==> src/rtl/ewbbf_pkg.sv <==
// ----------------------------------------------------------------------------
// Equal-width bucket boundary finder package
// Widths, register indexes, sequencer states and divider handshake types.
// ----------------------------------------------------------------------------
package ewbbf_pkg;

    localparam int MAX_BUCKETS   = 64;
    localparam int STAMP_BITS    = 32;
    localparam int POS_BITS      = 32;
    localparam int CUR_BITS      = 7;
    localparam int BUCKET_BITS   = 6;
    localparam int CFG_IDX_BITS  = 2;
    localparam int CFG_DATA_BITS = 32;
    localparam int S_TDATA_BITS  = 32;
    localparam int M_TDATA_BITS  = 40;
    localparam int DIV_CNT_BITS  = $clog2(STAMP_BITS);

    typedef enum logic [CFG_IDX_BITS-1:0] {
        CFG_MIN_START   = 2'd0,
        CFG_MAX_START   = 2'd1,
        CFG_NUM_BUCKETS = 2'd2
    } cfg_index_t;

    typedef enum logic [2:0] {
        ST_IDLE,
        ST_WIDTH_GO,
        ST_WIDTH_WAIT,
        ST_BUCKET_GO,
        ST_BUCKET_WAIT,
        ST_EMIT
    } state_t;

    typedef struct packed {
        logic                  start;
        logic [STAMP_BITS-1:0] dividend;
        logic [STAMP_BITS-1:0] divisor;
    } div_req_t;

    typedef struct packed {
        logic                  done;
        logic [STAMP_BITS-1:0] quotient;
    } div_resp_t;

endpackage

==> src/rtl/ewbbf_divider.sv <==
// ----------------------------------------------------------------------------
// Equal-width bucket boundary finder: shared divider
// Restoring unsigned divider, one quotient bit per cycle.
// ----------------------------------------------------------------------------
module ewbbf_divider
    import ewbbf_pkg::*;
(
    input  logic      clk,
    input  logic      rst_n,
    input  div_req_t  req,
    output div_resp_t resp
);

    logic                    run_reg;
    logic                    run_next;
    logic                    done_reg;
    logic                    done_next;
    logic [DIV_CNT_BITS-1:0] cnt_reg;
    logic [DIV_CNT_BITS-1:0] cnt_next;
    logic [STAMP_BITS-1:0]   rem_reg;
    logic [STAMP_BITS-1:0]   rem_next;
    logic [STAMP_BITS-1:0]   quo_reg;
    logic [STAMP_BITS-1:0]   quo_next;
    logic [STAMP_BITS-1:0]   dvs_reg;
    logic [STAMP_BITS-1:0]   dvs_next;
    logic [STAMP_BITS:0]     trial;
    logic [STAMP_BITS:0]     diff;

    // The partial remainder stays below the divisor, so it fits the stamp width.
    assign trial = {rem_reg, quo_reg[STAMP_BITS-1]};
    assign diff  = trial - {1'b0, dvs_reg};

    always_comb
    begin
        run_next  = run_reg;
        done_next = 1'b0;
        cnt_next  = cnt_reg;
        rem_next  = rem_reg;
        quo_next  = quo_reg;
        dvs_next  = dvs_reg;
        if (req.start)
        begin
            run_next = 1'b1;
            cnt_next = DIV_CNT_BITS'(STAMP_BITS - 1);
            rem_next = '0;
            quo_next = req.dividend;
            dvs_next = req.divisor;
        end
        else if (run_reg)
        begin
            if (!diff[STAMP_BITS])
            begin
                rem_next = diff[STAMP_BITS-1:0];
                quo_next = {quo_reg[STAMP_BITS-2:0], 1'b1};
            end
            else
            begin
                rem_next = trial[STAMP_BITS-1:0];
                quo_next = {quo_reg[STAMP_BITS-2:0], 1'b0};
            end
            cnt_next = cnt_reg - DIV_CNT_BITS'(1);
            if (cnt_reg == '0)
            begin
                run_next  = 1'b0;
                done_next = 1'b1;
            end
        end
    end

    always_ff @(posedge clk or negedge rst_n)
    begin
        if (!rst_n)
        begin
            run_reg  <= 1'b0;
            done_reg <= 1'b0;
            cnt_reg  <= '0;
        end
        else
        begin
            run_reg  <= run_next;
            done_reg <= done_next;
            cnt_reg  <= cnt_next;
        end
    end

    always_ff @(posedge clk)
    begin
        rem_reg <= rem_next;
        quo_reg <= quo_next;
        dvs_reg <= dvs_next;
    end

    assign resp.done     = done_reg;
    assign resp.quotient = quo_reg;

endmodule

==> src/rtl/equal_width_bucket_boundary_finder_unit.sv <==
// ----------------------------------------------------------------------------
// Equal-width bucket boundary finder
// Turns a sorted stream of interval starts into per-bucket end positions.
// ----------------------------------------------------------------------------
// Usage: records arrive on the s_ channel in ascending order of start value,
// one beat per record, with s_tlast set on the last record of a relation.
// For every equal-width bucket that a record skips over, one beat leaves on
// the m_ channel carrying the bucket number and the position of that record;
// on the last record every bucket still open is closed with the record count.
// m_tlast marks the final result beat caused by one input beat, and a record
// that closes no bucket produces no beat at all.
// Timing: the block handles one record at a time and drops s_tready while it
// works. One shared restoring divider, one quotient bit per cycle, sets the
// pace: a record whose start lies above min waits for a bucket division
// before its result beats go out, and the input stays closed until the last
// of them sits in the output register. The first record of a relation also
// waits for the bucket width to be divided out first when max exceeds min.
// Reset clears the configuration to min 0, max 0, one bucket, and returns the
// record position and open bucket to zero. When the receiver stalls, the
// pending result beat holds in the output register and the sequencer waits;
// once the last result of a record sits in that register a new record can be
// accepted while it still waits to be taken.
// Configuration (cfg_we, cfg_index, cfg_data) must be written by the user only
// between relations or while the block is idle; the block does not enforce it.
// ----------------------------------------------------------------------------
module equal_width_bucket_boundary_finder_unit
    import ewbbf_pkg::*;
(
    input  logic                     clk,
    input  logic                     rst_n,
    input  logic                     s_tvalid,
    output logic                     s_tready,
    input  logic [S_TDATA_BITS-1:0]  s_tdata,   // [31:0] start_value
    input  logic                     s_tlast,   // end_of_relation
    output logic                     m_tvalid,
    input  logic                     m_tready,
    output logic [M_TDATA_BITS-1:0]  m_tdata,   // [5:0] bucket_number, [37:6] boundary_position
    output logic                     m_tlast,   // last_of_run
    input  logic                     cfg_we,
    input  logic [CFG_IDX_BITS-1:0]  cfg_index,
    input  logic [CFG_DATA_BITS-1:0] cfg_data
);

    // Configuration registers.
    logic [STAMP_BITS-1:0] min_start_reg;
    logic [STAMP_BITS-1:0] max_start_reg;
    logic [CUR_BITS-1:0]   num_buckets_reg;

    // Sequencer and relation state.
    state_t                state_reg;
    state_t                state_next;
    logic [CUR_BITS-1:0]   cur_reg;
    logic [POS_BITS-1:0]   pos_reg;
    logic [STAMP_BITS-1:0] width_reg;
    logic [CUR_BITS-1:0]   bkt_reg;

    // Record held while it is processed.
    logic [STAMP_BITS-1:0] start_reg;
    logic                  last_reg;

    // Output register.
    logic                  m_valid_reg;
    logic [BUCKET_BITS-1:0] m_bucket_reg;
    logic [POS_BITS-1:0]   m_pos_reg;
    logic                  m_last_reg;

    div_req_t              div_req;
    div_resp_t             div_resp;

    logic [CUR_BITS-1:0]   nb;
    logic [CUR_BITS-1:0]   nb_last;
    logic [POS_BITS-1:0]   count;
    logic [CUR_BITS-1:0]   target;
    logic                  emit_pending;
    logic                  slot_free;
    logic                  emit_fire;
    logic                  emit_final;
    logic [POS_BITS-1:0]   emit_pos;
    logic                  span_pos;
    logic                  below_min;
    logic                  need_width;
    logic                  accept;
    logic                  width_done;
    logic                  bucket_done;
    logic [CUR_BITS-1:0]   bkt_calc;

    // A bucket count of zero behaves as one, anything above the maximum as the maximum.
    assign nb = (num_buckets_reg == '0) ? CUR_BITS'(1)
              : (num_buckets_reg > CUR_BITS'(MAX_BUCKETS)) ? CUR_BITS'(MAX_BUCKETS)
              : num_buckets_reg;
    assign nb_last = nb - CUR_BITS'(1);

    // The record count saturates at the top of the position range.
    assign count = (pos_reg == '1) ? pos_reg : pos_reg + POS_BITS'(1);

    // On the last record every remaining bucket closes, otherwise only those skipped.
    assign target       = last_reg ? nb : bkt_reg;
    assign emit_pending = cur_reg < target;
    assign slot_free    = !m_valid_reg || m_tready;
    assign emit_fire    = (state_reg == ST_EMIT) && emit_pending && slot_free;
    assign emit_final   = (cur_reg + CUR_BITS'(1)) == target;
    assign emit_pos     = (cur_reg < bkt_reg) ? pos_reg : count;

    // When max does not exceed min on the first record of a relation, the width is one.
    assign span_pos    = max_start_reg > min_start_reg;
    assign below_min   = start_reg <= min_start_reg;
    assign need_width  = (pos_reg == '0) && span_pos;
    assign accept      = s_tvalid && s_tready;
    assign width_done  = (state_reg == ST_WIDTH_WAIT) && div_resp.done;
    assign bucket_done = (state_reg == ST_BUCKET_WAIT) && div_resp.done;

    // The quotient is one below the bucket; clamp it to the last bucket in use.
    assign bkt_calc = (div_resp.quotient >= STAMP_BITS'(nb_last)) ? nb_last
                    : CUR_BITS'(div_resp.quotient) + CUR_BITS'(1);

    ewbbf_divider u_div (
        .clk   (clk),
        .rst_n (rst_n),
        .req   (div_req),
        .resp  (div_resp)
    );

    // Next-state logic.
    always_comb
    begin
        state_next = state_reg;
        case (state_reg)
            ST_IDLE:
            begin
                if (s_tvalid)
                begin
                    state_next = ST_WIDTH_GO;
                end
            end
            ST_WIDTH_GO:
            begin
                state_next = need_width ? ST_WIDTH_WAIT : ST_BUCKET_GO;
            end
            ST_WIDTH_WAIT:
            begin
                if (div_resp.done)
                begin
                    state_next = ST_BUCKET_GO;
                end
            end
            ST_BUCKET_GO:
            begin
                state_next = below_min ? ST_EMIT : ST_BUCKET_WAIT;
            end
            ST_BUCKET_WAIT:
            begin
                if (div_resp.done)
                begin
                    state_next = ST_EMIT;
                end
            end
            ST_EMIT:
            begin
                if (!emit_pending)
                begin
                    state_next = ST_IDLE;
                end
            end
            default:
            begin
                state_next = ST_IDLE;
            end
        endcase
    end

    // Sequencer outputs: the input handshake and the divider request.
    always_comb
    begin
        s_tready         = 1'b0;
        div_req.start    = 1'b0;
        div_req.dividend = start_reg - min_start_reg - STAMP_BITS'(1);
        div_req.divisor  = (width_reg == '0) ? STAMP_BITS'(1) : width_reg;
        case (state_reg)
            ST_IDLE:
            begin
                s_tready = 1'b1;
            end
            ST_WIDTH_GO:
            begin
                div_req.start    = need_width;
                div_req.dividend = max_start_reg - min_start_reg - STAMP_BITS'(1);
                div_req.divisor  = STAMP_BITS'(nb);
            end
            ST_BUCKET_GO:
            begin
                div_req.start = !below_min;
            end
            default:
            begin
                s_tready = 1'b0;
            end
        endcase
    end

    always_ff @(posedge clk or negedge rst_n)
    begin
        if (!rst_n)
        begin
            state_reg       <= ST_IDLE;
            min_start_reg   <= '0;
            max_start_reg   <= '0;
            num_buckets_reg <= CUR_BITS'(1);
            cur_reg         <= '0;
            pos_reg         <= '0;
            width_reg       <= '0;
            m_valid_reg     <= 1'b0;
        end
        else
        begin
            state_reg <= state_next;

            if (cfg_we)
            begin
                case (cfg_index)
                    CFG_MIN_START:   min_start_reg   <= cfg_data[STAMP_BITS-1:0];
                    CFG_MAX_START:   max_start_reg   <= cfg_data[STAMP_BITS-1:0];
                    CFG_NUM_BUCKETS: num_buckets_reg <= cfg_data[CUR_BITS-1:0];
                    default:         num_buckets_reg <= num_buckets_reg;
                endcase
            end

            // The bucket width is latched on the first record of a relation.
            if ((state_reg == ST_WIDTH_GO) && (pos_reg == '0) && !span_pos)
            begin
                width_reg <= STAMP_BITS'(1);
            end
            else if (width_done)
            begin
                width_reg <= div_resp.quotient + STAMP_BITS'(1);
            end

            if (emit_fire)
            begin
                cur_reg <= cur_reg + CUR_BITS'(1);
            end
            else if ((state_reg == ST_EMIT) && !emit_pending)
            begin
                if (last_reg)
                begin
                    cur_reg <= '0;
                    pos_reg <= '0;
                end
                else
                begin
                    pos_reg <= count;
                end
            end

            if (emit_fire)
            begin
                m_valid_reg <= 1'b1;
            end
            else if (m_tready)
            begin
                m_valid_reg <= 1'b0;
            end
        end
    end

    always_ff @(posedge clk)
    begin
        if (accept)
        begin
            start_reg <= s_tdata[STAMP_BITS-1:0];
            last_reg  <= s_tlast;
        end
        if ((state_reg == ST_BUCKET_GO) && below_min)
        begin
            bkt_reg <= '0;
        end
        else if (bucket_done)
        begin
            bkt_reg <= bkt_calc;
        end
        if (emit_fire)
        begin
            m_bucket_reg <= cur_reg[BUCKET_BITS-1:0];
            m_pos_reg    <= emit_pos;
            m_last_reg   <= emit_final;
        end
    end

    assign m_tvalid = m_valid_reg;
    assign m_tdata  = M_TDATA_BITS'({m_pos_reg, m_bucket_reg});
    assign m_tlast  = m_last_reg;

endmodule

==> config.mk <==
export PLATFORM = sky130hd
export DESIGN_NAME = equal_width_bucket_boundary_finder_unit
export DESIGN_NICKNAME = d
export VERILOG_FILES = /design/src/rtl/ewbbf_pkg.sv /design/src/rtl/ewbbf_divider.sv /design/src/rtl/equal_width_bucket_boundary_finder_unit.sv
export SDC_FILE = /design/constraint.sdc
export NUM_CORES = 1
export LEC_CHECK = 0
export BUFFER_PORTS_ARGS = -buffer_cell sky130_fd_sc_hd__buf_2
export CAP_MARGIN = 10
export CORE_ASPECT_RATIO = 1.5
export CORE_MARGIN = 5
export CORE_UTILIZATION = 55
export CTS_CLUSTER_DIAMETER = 120
export CTS_CLUSTER_SIZE = 40
export DETAILED_ROUTE_END_ITERATION = 8
export PLACE_DENSITY = 0.73
export SLEW_MARGIN = 5
export SYNTH_ARGS = -nofsm -noshare
export SYNTH_HDL_FRONTEND = slang
export SYNTH_SLANG_ARGS = --single-unit
==> constraint.sdc <==
create_clock -name clk -period 4.8 [get_ports clk]
set_input_delay 0.24 -clock clk [delete_from_list [all_inputs] [get_ports clk]]
set_output_delay 0.24 -clock clk [all_outputs]
set_load 0.1 [all_outputs]
== Word-level counts from Yosys, hierarchy flattened ==
Cells that the tools add are included.

* Register bits: 328

* Order comparisons: 6
* $add $sub $neg: 11
* Multiplexer cells: 37
* Equal/unequal tests: 13
* Reduce and logical (&&, ||, !) cells: 33
* Bitwise gates (word level): 1

{| class="wikitable"
|+ Operators by type and width
! kind !! count
|-
| two-way mux 32 bit || 9
|-
| adder 32 x 1 -> 32 bit, second input constant || 2
|-
| zero test 32 bit || 2
|-
| two-way mux 64 bit || 1
|-
| subtractor 32 x 1 -> 32 bit, second input constant || 2
|-
| subtractor 32 bit || 2
|-
| two-way mux 7 bit || 7
|-
| subtractor 33 x 32 -> 33 bit || 1
|-
| equality test 32 bit, second input constant || 1
|-
| greater-or-equal comparator 32 x 7 -> 1 bit || 1
|-
| > comparator 32 bit || 1
|-
| less-or-equal comparator 32 bit || 1
|-
| case mux 3 bit (6 select lines) || 1
|-
| adder 7 x 1 -> 7 bit, second input constant || 2
|-
| < comparator 7 bit || 2
|-
| two-way mux 1 bit || 12
|-
| two-way mux 3 bit || 4
|-
| logical AND 1 bit || 10
|-
| two-way mux 5 bit || 2
|-
| AND reduction 2 bit || 5
|-
| nonzero test 2 bit || 5
|-
| equality test 7 bit || 1
|-
| > comparator 7 bit, second input constant || 1
|-
| zero test 7 bit || 1
|-
| other kinds (18) || 25
|}

== Logic depth before layout (Yosys ltp) ==
* Depth after elaboration: 9
* Depth in mapped cells: 17

== By module ==
Synthesis repeated with hierarchy kept, for this count alone.

* Cells, all modules: 2240
* Area total of the unflattened synthesis: 20915.1 sq um

{| class="wikitable"
|+ Modules (own cells, without submodules)
! module !! sequential area each (sq um) !! area each (sq um) !! times used !! cells an instance
|-
| equal_width_bucket_boundary_finder_unit || 5957.0 || 14940.6 || 1 || 1643
|-
| ewbbf_divider || 2737.6 || 5974.5 || 1 || 597
|}

== Worst setup path after synthesis ==
OpenSTA, ideal clock, no wires.

* Kind: register -> register
* From: reg state_reg[0]
* To: reg last_reg (enable)
* Data required time: 4.407 ns
* Arrival: 3.709 ns
* Buffers on the path: 1
* Stages on the path, launching flop included: 4
* Path slack: 0.698 ns
* Path through: dfrtp_1 clkbuf_1 nor3_1 and2_1

* Word-level cells in the longest chain between the ends: 3

{| class="wikitable"
|+ Ends and longest elaborated chain
! what !! RTL line !! source
|-
| start: declaration || equal_width_bucket_boundary_finder_unit.sv:50 || <nowiki>state_t state_reg;</nowiki>
|-
| start signal: assignment || equal_width_bucket_boundary_finder_unit.sv:215 || <nowiki>state_reg <= state_next;</nowiki>
|-
| zero test 3 bit || equal_width_bucket_boundary_finder_unit.sv:178 || <nowiki>case (state_reg)</nowiki>
|-
| two-way mux 1 bit || equal_width_bucket_boundary_finder_unit.sv:178 ||
|-
| named net s_tready || equal_width_bucket_boundary_finder_unit.sv:32 || <nowiki>output logic s_tready,</nowiki>
|-
| logical AND 1 bit || equal_width_bucket_boundary_finder_unit.sv:108 || <nowiki>assign accept = s_tvalid && s_tready;</nowiki>
|-
| named net accept || equal_width_bucket_boundary_finder_unit.sv:82 || <nowiki>logic accept;</nowiki>
|-
| end signal: assignment || equal_width_bucket_boundary_finder_unit.sv:270 || <nowiki>last_reg <= s_tlast;</nowiki>
|-
| end: declaration || equal_width_bucket_boundary_finder_unit.sv:59 || <nowiki>logic last_reg;</nowiki>
|}

The timed path passes the listed nets, and every way through them passes these cells.
A chain may end at the register's enable or synchronous reset.

== Worst setup path in the final report ==
* From: reg num_buckets_reg[3]
* To: reg bkt_reg[5]

* Word-level cells in the longest chain between the ends: 6

{| class="wikitable"
|+ Ends and longest elaborated chain
! what !! RTL line !! source
|-
| start: declaration || equal_width_bucket_boundary_finder_unit.sv:47 || <nowiki>logic [CUR_BITS-1:0] num_buckets_reg;</nowiki>
|-
| start signal: assignment || equal_width_bucket_boundary_finder_unit.sv:222 || <nowiki>CFG_NUM_BUCKETS: num_buckets_reg <= cfg_data[CUR_BITS-1:0];</nowiki>
|-
| start signal: assignment || equal_width_bucket_boundary_finder_unit.sv:223 || <nowiki>default: num_buckets_reg <= num_buckets_reg;</nowiki>
|-
| > comparator 7 bit || equal_width_bucket_boundary_finder_unit.sv:89 || <nowiki>: (num_buckets_reg > CUR_BITS'(MAX_BUCKETS)) ? CUR_BITS'(MAX_BUCKETS)</nowiki>
|-
| two-way mux 7 bit || equal_width_bucket_boundary_finder_unit.sv:89 ||
|-
| two-way mux 7 bit (*) || equal_width_bucket_boundary_finder_unit.sv:88 || <nowiki>assign nb = (num_buckets_reg == '0) ? CUR_BITS'(1)</nowiki>
|-
| subtractor 7 x 1 -> 7 bit (*) || equal_width_bucket_boundary_finder_unit.sv:91 || <nowiki>assign nb_last = nb - CUR_BITS'(1);</nowiki>
|-
| greater-or-equal comparator 32 x 7 -> 1 bit || equal_width_bucket_boundary_finder_unit.sv:113 || <nowiki>assign bkt_calc = (div_resp.quotient >= STAMP_BITS'(nb_last)) ? nb_last</nowiki>
|-
| two-way mux 7 bit (*) || equal_width_bucket_boundary_finder_unit.sv:113 ||
|-
| end signal: assignment || equal_width_bucket_boundary_finder_unit.sv:278 || <nowiki>bkt_reg <= bkt_calc;</nowiki>
|-
| end: declaration || equal_width_bucket_boundary_finder_unit.sv:55 || <nowiki>logic [CUR_BITS-1:0] bkt_reg;</nowiki>
|}

Mark *: on every way between the ends. The rest lies on a longest branch, timed or not.

==> summary.txt <==
Logic synthesis
  – Post-Synth XOR/XNOR Area: 6.610%
  – Synth area leaders: edfxtp_1 20%, dfrtp_1 18%, ha_1 7.5%
  – Synth area leader: edfxtp_1
  – Synth Area in Simple Gates: 16.30%
  – Mean Syn Cell Area: 9.341 um^2
  – Mux contribution to synthesized area: 4.523%
  – Distinct cells, synth: 90
  – Commonest cells in the synthesized netlist: 211 x nand2_1, 191 x nor2_1, 163 x o21ai_0
  – Register area share after synthesis: 41.80%
  – Most used DFF post-synth: dfrtp_1
  – Seq cells post-synth: 328
  – Mapped Area: 20,800 um^2
  – Syn Inst Count: 2,227
  – Adder-Cell Fraction of Synth Area: 7.807%
  – EDFF count, synth: 136
  – Post-synthesis compound-gate area fraction: 18.32%
  – Synth top area share: 19.63%
  – Syn. warnings: 0
  – Synth async-reset ratio: 46.65%
  – Most common cell in the netlist: nand2_1
  – Largest family of logic cells by synthesized area: compound AO/OA/AOI/OAI gates

Setup path
  – Critical Path AT: 4490 ps
  – Cell mode on critical path: a21o_1
  – FF-to-FF End: bkt_reg[5]
  – CP Launch Type: register
  – Worst-path maximum fanout: 10
  – Crit path max-delay family: compound AO/OA/AOI/OAI gates
  – CP Cell Sequence: nor3_1 > nor3b_1 > nor2_1 > nor2_1 > inv_1 > ha_1 > ha_1 > a21o_1 > a21o_1 > a21o_1 > a21oi_1 > o31ai_2 > mux2i_1 > nand2_1 > a21oi_1
  – FF-to-FF Start: num_buckets_reg[3]
  – Worst Path Required: 5280 ps
  – FF-to-FF path depth: 15
  – CP peak stage delay: 790 ps
  – Crit path buffers/inverters: 1
  – Critical path class: reg -> reg
  – Critical Path End Type: register
  – Worst R2R Setup Slack: 790 ps
  – Slowest cell on crit path: o31ai_2

Timing
  – RSZ-0062 raised after global routing: no
  – Worst-Margin Slew: 1120 ps
  – Final WS setup: 787.9 ps
  – Rel. slew slack: 25.17%
  – Final hold vios: 0
  – Final Cycle Share: 83.58%
  – Setup-failing EPs final: 0
  – Setup TNS: 0 ps
  – Max Slew Vio Count: 0
  – Fmax achieved: 249.2 MHz
  – Tmin final: 4012 ps
  – Max Clock Skew: 55.32 ps

Floorplan
  – Die area: 41,890 um^2
  – Core ar.: 37,550 um^2
  – Starting Density: 55.39%
  – Die X-Extent: 168.8 um
  – Row cnt: 87
  – Die Span Y: 248.2 um
  – I/O pins: 115

Clocking
  – Clock Latency Late Sink: 540 ps
  – CTS Hold Bufs: 61
  – Postcts setup bufs: 0
  – Cts repair resizes: 0
  – Bufs on Longest Clock Path: 3
  – Clock Sinks: 328
  – Clock buffer count from CTS: 12
  – CTS root buf: clkbuf_16
  – H-tree levels: 1
  – TritonCTS clock tree: built
  – Worst-path clk slew: 150 ps

Global route
  – Global-route wire length before repair: 86,630 um
  – Vias in the first global route: 16,960
  – Remaining global-route overflow: 0
  – Initial antenna violation count: 0
  – GR Util All Layers: 25.20%
  – Largest net degree at the start of global routing: 106

Route
  – WL/cell: 19.07 um
  – # DRC: 0
  – DRT antenna net count: 0
  – Vias/cell: 6.039
  – Iter 0 DRT Violations: 1,170
  – DRT Wirelength: 53,700 um
  – TritonRoute pass-1 iters: 5
  – Detailed-route via count: 17,010

Min path
  – Worst hold path cell count: 3
  – Hold path endpoint: m_tvalid
  – Hold wc startpoint: m_tready
  – Hold WC Path Type: in -> reg

Finish
  – Layout area overhead: 8.667%
  – Share of layout cells above drive strength 1: 9.669%
  – Area of the multi-input gates: 11,170 um^2
  – Final #Nets: 2,521
  – Seq. cell area: 8696 um^2
  – Fillers: 3,278
  – Diode count: 0

Power and ir drop
  – Peak VDD IR: 0.4241 mV
  – PwrDens: 571.4 nW/um^2
  – Static Leak: 9.311 nW

Flow run
  – Max Cap Violations: 0

Place
  – Port Buf Inserts: 112
  – HPWL Detailed: 40,730 um
  – Worst slack at placement: 886.6 ps
  – RD Place Congestion: 0.9598

Status
  – Outcome: finished clean
worst max path at each step:
| stage | to | depth (start not counted) | slack (ps) | startpoint |
|---|---|---|---|---|
| 2_1_floorplan | last_reg | 3 | 700 | state_reg[0] |
| 4_1_cts | bkt_reg[5] | 15 | 840 | num_buckets_reg[3] |
| 5_1_grt | bkt_reg[5] | 15 | 590 | num_buckets_reg[3] |
| 3_5_place_dp | bkt_reg[5] | 15 | 890 | num_buckets_reg[3] |
| 6_report | bkt_reg[5] | 15 | 790 | num_buckets_reg[3] |
| 3_3_place_gp | bkt_reg[5] | 15 | 950 | num_buckets_reg[3] |
through the flow:
stage | hold slack (ps) | total power [W] | utilization, % | cells | area [um^2]
floorplan | -55.59 | 0.009825 | - | 2228 | 20810
global placement | 213.0 | 0.01131 | 57.56 | 2735 | 21620
detailed placement | 225.8 | 0.01147 | 57.56 | 2735 | 21620
CTS | 11.34 | 0.01291 | 60.19 | 2816 | 22610
global route | 16.58 | 0.01384 | 60.19 | 2816 | 22610
finish | 23.18 | 0.01292 | 60.19 | 2816 | 22610
cell type report:
cell class / count / area share [%]
Clock buffer: 19 / 1.539
Timing Repair Buffer: 188 / 5.762
Clock inverter: 1 / 0.1328
Inverter: 119 / 1.998
Multi-Input combinational cell: 1672 / 49.39
Sequential cell: 328 / 38.47
Tap cell: 489 / 2.707
report_power, final:
| group | internal (W) | switching [W] | leakage (nW) | total, W |
|---|---|---|---|---|
| registers | 0.00375 | 0.000649 | 3.56 | 0.00439 |
| logic | 0.00283 | 0.00430 | 5.58 | 0.00713 |
| clock network | 0.000524 | 0.000868 | 0.179 | 0.00139 |
| total | 0.00710 | 0.00581 | 9.31 | 0.0129 |
placed cells by master, fill, tap and decap left out, types with 7 or more instances in the layout:
master and instances:
a21boi_0 7, buf_4 14, xor2_1 70, clkbuf_16 13, or4_1 7, nor3_1 18, and3_1 26, dfxtp_1 39
a21oi_1 145, o31ai_1 25, nor4_1 28, nand3_1 52, inv_1 117, a22o_1 8, dfrtp_1 151, a211oi_1 67
dlygate4sd3_1 61, nand2_1 211, a31oi_1 34, edfxtp_1 136, and4_1 8, ha_1 125, nor2b_1 17, o21bai_1 9
nor2_1 189, a21o_1 46, o21a_1 15, nand2b_1 29, nand4_1 31, mux2_2 46, o21ai_0 163, buf_2 111
or3_1 11, o211ai_1 23, xnor2_1 87, and2_1 34, mux2i_1 40
tightest hold or removal path, stage by stage:
cell      delay [ps]
buf_2             70
nor2b_1           40
o21bai_1         160
cell families (layout without fill, tap and decap cells):
logic type | after synthesis | in the layout
multiplexers | 87 | 87
adder cells (fa/ha/maj) | 128 | 128
AND/OR/NAND/NOR | 699 | 699
XOR/XNOR | 157 | 157
other | 1 | 2
AO/OA/AOI/OAI | 599 | 599
buffers and inverters | 228 | 327
flip-flops | 328 | 328
layer usage:
metal | global-route usage, % | up-vias | share of wire, %
met5 | 0 | - | 0
met3 | 2.000 | 145 | 3.4
met4 | 11.58 | 0 | 5.2
li1 | - | 8198 | -
met2 | 48.90 | 459 | 54
met1 | 27.61 | 8205 | 37
(Power assumes the default switching activity.)
